--- src/thresholded_vector_distance_assert.svh ---
// Assertion macros for the thresholded vector distance block
`ifndef THRESHOLDED_VECTOR_DISTANCE_ASSERT_SVH
`define THRESHOLDED_VECTOR_DISTANCE_ASSERT_SVH
`ifndef SYNTHESIS
`define TVD_ASSERT(label, clk, rst_n, prop) \
    label: assert property (@(posedge clk) disable iff (!rst_n) prop) else $error("label");
`define TVD_ASSERT_NEVER(label, clk, rst_n, expr) \
    label: assert property (@(posedge clk) disable iff (!rst_n) !(expr)) else $error("label");
`else
`define TVD_ASSERT(label, clk, rst_n, prop)
`define TVD_ASSERT_NEVER(label, clk, rst_n, expr)
`endif
`endif

--- src/tvd_pkg.sv ---
// Shared types and constants for the thresholded vector distance block
`timescale 1ns / 1ps
package tvd_pkg;
    localparam logic [1:0] MODE_EUCLID = 2'd0;
    localparam logic [1:0] MODE_MANHATTAN = 2'd1;
    localparam logic [1:0] MODE_COSINE = 2'd2;
    localparam logic [1:0] ERR_OK = 2'd0;
    localparam logic [1:0] ERR_OVERFLOW = 2'd1;
    localparam logic [1:0] ERR_ZERO_VEC = 2'd2;
    localparam logic REG_MODE = 1'b0;
    localparam logic REG_THRESHOLD = 1'b1;
    localparam logic [31:0] ONE_Q16 = 32'h0001_0000;
    localparam logic [31:0] MAX_DIST = 32'hFFFF_FFFF;
    localparam int unsigned MAX_POINTS = 32'd65536;

    typedef struct packed {
        logic signed [31:0] coord_a;
        logic signed [31:0] coord_b;
        logic [15:0] index_a;
        logic [15:0] index_b;
        logic last_coord;
    } in_item_t;

    typedef struct packed {
        logic [31:0] distance;
        logic is_edge;
        logic [1:0] error_code;
        logic [15:0] pair_first;
        logic [15:0] pair_second;
    } out_item_t;

    typedef struct packed {
        logic acc_en;
        logic fin_start;
        logic sqrt_a_start;
        logic sqrt_b_start;
        logic mul_start;
        logic div_start;
        logic result_load;
    } dp_cmd_t;

    typedef struct packed {
        logic last;
        logic sqrt_done;
        logic div_done;
        logic mode_cosine;
    } dp_status_t;
endpackage

--- src/tvd_control.sv ---
// Sequencer for the thresholded vector distance block
`timescale 1ns / 1ps
`include "thresholded_vector_distance_assert.svh"
module tvd_control (
    input  logic                 clk,
    input  logic                 rst_n,
    input  logic                 in_valid,
    output logic                 in_ready,
    output logic                 out_valid,
    input  logic                 out_ready,
    output tvd_pkg::dp_cmd_t     cmd,
    input  tvd_pkg::dp_status_t  status
);
    localparam logic [3:0] S_ACC = 4'd0;
    localparam logic [3:0] S_PROD = 4'd1;
    localparam logic [3:0] S_ADD = 4'd2;
    localparam logic [3:0] S_SQA = 4'd3;
    localparam logic [3:0] S_SQB = 4'd4;
    localparam logic [3:0] S_MUL = 4'd5;
    localparam logic [3:0] S_DIVS = 4'd6;
    localparam logic [3:0] S_DIV = 4'd7;
    localparam logic [3:0] S_LOAD = 4'd8;
    localparam logic [3:0] S_OUT = 4'd9;
    localparam logic [3:0] S_WSQ = 4'd10;

    logic [3:0] state_reg;
    logic [3:0] state_next;
    logic out_valid_reg;
    logic out_valid_next;

    always_comb
    begin
        state_next = state_reg;
        out_valid_next = out_valid_reg && !out_ready;
        cmd = '0;
        in_ready = 1'b0;
        unique case (state_reg)
            S_ACC:
            begin
                in_ready = 1'b1;
                cmd.acc_en = in_valid;
                if (in_valid)
                begin
                    state_next = S_PROD;
                end
            end
            S_PROD:
            begin
                state_next = S_ADD;
            end
            S_ADD:
            begin
                // accumulators settle this cycle
                cmd.fin_start = status.last;
                state_next = status.last ? S_SQA : S_ACC;
            end
            S_SQA:
            begin
                cmd.sqrt_a_start = 1'b1;
                state_next = S_WSQ;
            end
            S_WSQ:
            begin
                if (status.sqrt_done)
                begin
                    state_next = status.mode_cosine ? S_SQB : S_LOAD;
                end
            end
            S_SQB:
            begin
                if (status.sqrt_done)
                begin
                    cmd.sqrt_b_start = 1'b1;
                    state_next = S_MUL;
                end
            end
            S_MUL:
            begin
                if (status.sqrt_done)
                begin
                    cmd.mul_start = 1'b1;
                    state_next = S_DIVS;
                end
            end
            S_DIVS:
            begin
                cmd.div_start = 1'b1;
                state_next = S_DIV;
            end
            S_DIV:
            begin
                if (status.div_done)
                begin
                    state_next = S_LOAD;
                end
            end
            S_LOAD:
            begin
                if (!out_valid_reg || out_ready)
                begin
                    cmd.result_load = 1'b1;
                    out_valid_next = 1'b1;
                    state_next = S_ACC;
                end
            end
            default:
            begin
                state_next = S_ACC;
            end
        endcase
    end

    always_ff @(posedge clk or negedge rst_n)
    begin
        if (!rst_n)
        begin
            state_reg <= S_ACC;
            out_valid_reg <= 1'b0;
        end
        else
        begin
            state_reg <= state_next;
            out_valid_reg <= out_valid_next;
        end
    end

    assign out_valid = out_valid_reg;

    `TVD_ASSERT(a_load_frees, clk, rst_n, (cmd.result_load |=> out_valid))
    `TVD_ASSERT(a_accept_prod, clk, rst_n, ((in_valid && in_ready) |=> (state_reg == S_PROD)))
    `TVD_ASSERT_NEVER(a_ready_busy, clk, rst_n, (in_ready && state_reg != S_ACC))
endmodule

--- config.mk ---
export PLATFORM = sky130hd
export DESIGN_NAME = tvd_control
export DESIGN_NICKNAME = d
export VERILOG_FILES = /design/src/tvd_pkg.sv /design/src/tvd_control.sv
export VERILOG_INCLUDE_DIRS = /design/src /design/src/src
export SDC_FILE = /design/constraint.sdc
export NUM_CORES = 1
export LEC_CHECK = 0
export BUFFER_PORTS_ARGS = -buffer_cell sky130_fd_sc_hd__clkbuf_2
export CORE_AREA = 3 3 40 42
export CTS_BUF_LIST = sky130_fd_sc_hd__clkbuf_16
export DETAILED_ROUTE_END_ITERATION = 6
export DIE_AREA = 0 0 43 45
export GPL_TIMING_DRIVEN = 0
export SYNTH_ARGS = -nofsm -noshare
export SYNTH_HDL_FRONTEND = slang
export SYNTH_SLANG_ARGS = --single-unit
--- constraint.sdc ---
create_clock -name clk -period 2.6 [get_ports clk]
set_clock_uncertainty 0.1 [all_clocks]
set_input_delay 0.26 -clock clk [delete_from_list [all_inputs] [get_ports clk]]
set_output_delay 0.26 -clock clk [all_outputs]
set_load 0.05 [all_outputs]
==> results.py <==
metrics = {
    "run_status": {
        "status": "finished clean",
    },
    "floorplan": {
        "core-area_um2": 1280,
        "die-area_um2": 1940,
        "die_w_um": 43,
        "io_pins": 17,
        "start_util": 0.355,
        "die_height_um": 45,
        "rows": 13,
    },
    "sta": {
        "min_period_ns": 2.10,
        "hold_viol_final": 0,
        "fmax_mhz": 477,
        "rsz0062_at_grt": "false",
        "drv_slew": 0,
        "setup_viol_count_final": 0,
        "worst_pin_slew_ns": 0.421,
        "fin_tns_setup_ns": 0,
        "finalCritPeriodShare": 0.806,
        "timing.final.ws_setup_ns": 0.504,
        "relSlewSlack": 0.719,
    },
    "setup_path": {
        "worstSetupStartpointType": "flip-flop",
        "path_max_fanout": 9,
        "required_ns": 2.24,
        "end_kind": "output port",
        "critical_path_arrival_ns": 1.74,
        "crit_type": "flip-flop to output port",
    },
    "place": {
        "place_ws_ns": 0.645,
        "io_buffers": 16,
        "dp_hpwl_um": 797,
        "place_congestion": 0.820,
    },
    "detailed_routing": {
        "vias": 487,
        "drcViolationCount": 0,
        "drtIter0Drc": 17,
        "routedWlPerCell_um": 12.4,
        "drt_first_pass_iters": 4,
        "wl_um": 1100,
        "detail-route-antenna-nets": 0,
        "viasPerCell": 5.47,
    },
    "cts": {
        "postCtsSetupBuffers": 0,
        "cts_buffers": 3,
        "clk_pin_slew_ns": 0.03,
        "cts_root_buf": "clkbuf_16",
        "cts.sinks": 5,
        "cts_tree": "done",
        "htreeDepth": 1,
        "cts_buffer_depth": 2,
        "cts.repair.resized": 0,
        "holdBufCountCts": 1,
        "clk_latency_ns": 0.23,
    },
    "finish": {
        "largest_register_ffs": 4,
        "syn2layout_area_growth_pct": 42.5,
        "drive_above_1_share": 0.351,
        "nets": 83,
        "fill_cells": 120,
        "antenna_cells": 0,
    },
    "power_and_ir_drop": {
        "p_leak_nw": 0.308,
        "power_density_nw_per_um2": 1550,
        "ir_worst_vdd_mv": 0.617,
    },
    "synth": {
        "synthSimpleGateAreaFrac": 0.340,
        "synth_edf_count": 0,
        "syn_nets": 61,
        "yosys.area_share.xor_xnor": 0,
        "synth_top_flop_cell": "dfrtp_1",
        "synthAdderAreaFrac": 0,
        "netlist_area_um2": 457,
        "avgSynthCellArea_um2": 8.62,
        "synth_cell_types": 31,
        "ys_warn_count": 0,
        "synth.yosys.seq_area_share": 0.274,
        "yosys_register_bits": 5,
        "synthArstFlopShare": 1.00,
        "synthesis.instances": 53,
        "synthMuxAreaShare": 0.0548,
        "synth-compound-area-share": 0.255,
        "synth_top_family_by_area": "simple AND/OR/NAND/NOR gates",
    },
    "global_route": {
        "grt_antenna_before_repair": 0,
        "grt_usage": 0.133,
        "grt-busiest-layer": "met2",
        "grt_overflow": 0,
        "grt_pass1_vias": 443,
        "met1_usage": 0.169,
        "grt_util_met3": 0.0239,
        "grt_pass1_wl_um": 1880,
        "grt_use_met2": 0.207,
        "grt_max_degree": 11,
    },
    "hold_path": {
        "hold_class": "input port to flip-flop",
    },
    "job": {
        "drv_cap": 0,
    },
}
-- per-stage QoR --
| stage | cell area [µm²] | util | hold slack (ns) | total power [W] | std cells |
|---|---|---|---|---|---|
| after floorplan | 463 | - | -0.136 | 0.000642 | 53 |
| after global placement | 562 | 0.437 | -0.0218 | 0.000760 | 84 |
| after detailed placement | 562 | 0.437 | -0.0209 | 0.000757 | 84 |
| after CTS | 651 | 0.506 | 0.250 | 0.00102 | 89 |
| after global routing | 651 | 0.506 | 0.284 | 0.00107 | 89 |
| final | 651 | 0.506 | 0.248 | 0.00101 | 89 |
-- report_power, final --
group | switching [W] | internal [W] | leakage [nW]
Combinational | 0.000395 | 0.000217 | 0.202
Sequential | 0.0000299 | 0.000117 | 0.0634
Clock | 0.0000493 | 0.000199 | 0.0423
Total | 0.000475 | 0.000534 | 0.308
-- cell families (layout without fill, tap and decap cells) --
logic type / Yosys count / after routing
AND/OR/NAND/NOR: 24 / 24
flip-flops: 5 / 5
AO/OA/AOI/OAI: 15 / 15
buffers and inverters: 7 / 28
multiplexers: 2 / 2
-- cell usage after synthesis, types with 2 or more instances --
cell | n | share of area
nor3b_1 | 3 | 0.049
a31oi_1 | 2 | 0.027
a41oi_1 | 2 | 0.038
nand2_1 | 4 | 0.033
o21bai_1 | 2 | 0.033
nor3_1 | 4 | 0.044
clkbuf_1 | 4 | 0.033
dfrtp_1 | 5 | 0.27
a21oi_1 | 3 | 0.033
nor2_1 | 2 | 0.016
nand2b_1 | 2 | 0.027
-- critical path, stage by stage, from the launching register on --
cell and delay, ns:
dfrtp_1 0.34, buf_2 0.17, or4b_4 0.53, and2b_1 0.20, clkbuf_2 0.26
-- layer usage --
layer / vias to the layer above / share of wire
met1: 226 / 0.44
met3: 0 / 0.053
met2: 14 / 0.50
li1: 247 / -
met4: 0 / 0
met5: - / 0
-- placed cells by master, fill, tap and decap left out, drive strengths merged, types with 2 or more instances in the layout --
cell	count
buf	2
clkbuf	23
a31oi	2
nor3	4
a21oi	3
nor2	2
o21bai	2
nor3b	3
nand2	4
dfrtp	5
inv	2
nand2b	2
a41oi	2
-- cell type report --
type / count / area [µm²] / share of cell area
Tap cell: 15 / 18.8 / 0.0288
Inverter: 1 / 3.75 / 0.00577
Buffer: 6 / 31.3 / 0.0481
Multi-Input combinational cell: 41 / 303 / 0.465
Clock buffer: 3 / 75.1 / 0.115
Sequential cell: 5 / 125 / 0.192
Timing Repair Buffer: 17 / 90.1 / 0.138
Clock inverter: 1 / 3.75 / 0.00577
-- worst paths after layout --
kind	from	end	slack, ns	cells past startpoint
setup / recovery	state_reg[0]	cmd[0]	0.50	4
hold reg to reg	out_valid	out_valid	0.44	2
min in group asynchronous	rst_n	state_reg[1]	0.28	2
setup reg to reg	state_reg[2]	state_reg[0]	0.63	5
hold / removal	out_ready	out_valid	0.25	3
max in group asynchronous	rst_n	state_reg[3]	1.98	2
(Power assumes the default switching activity.)
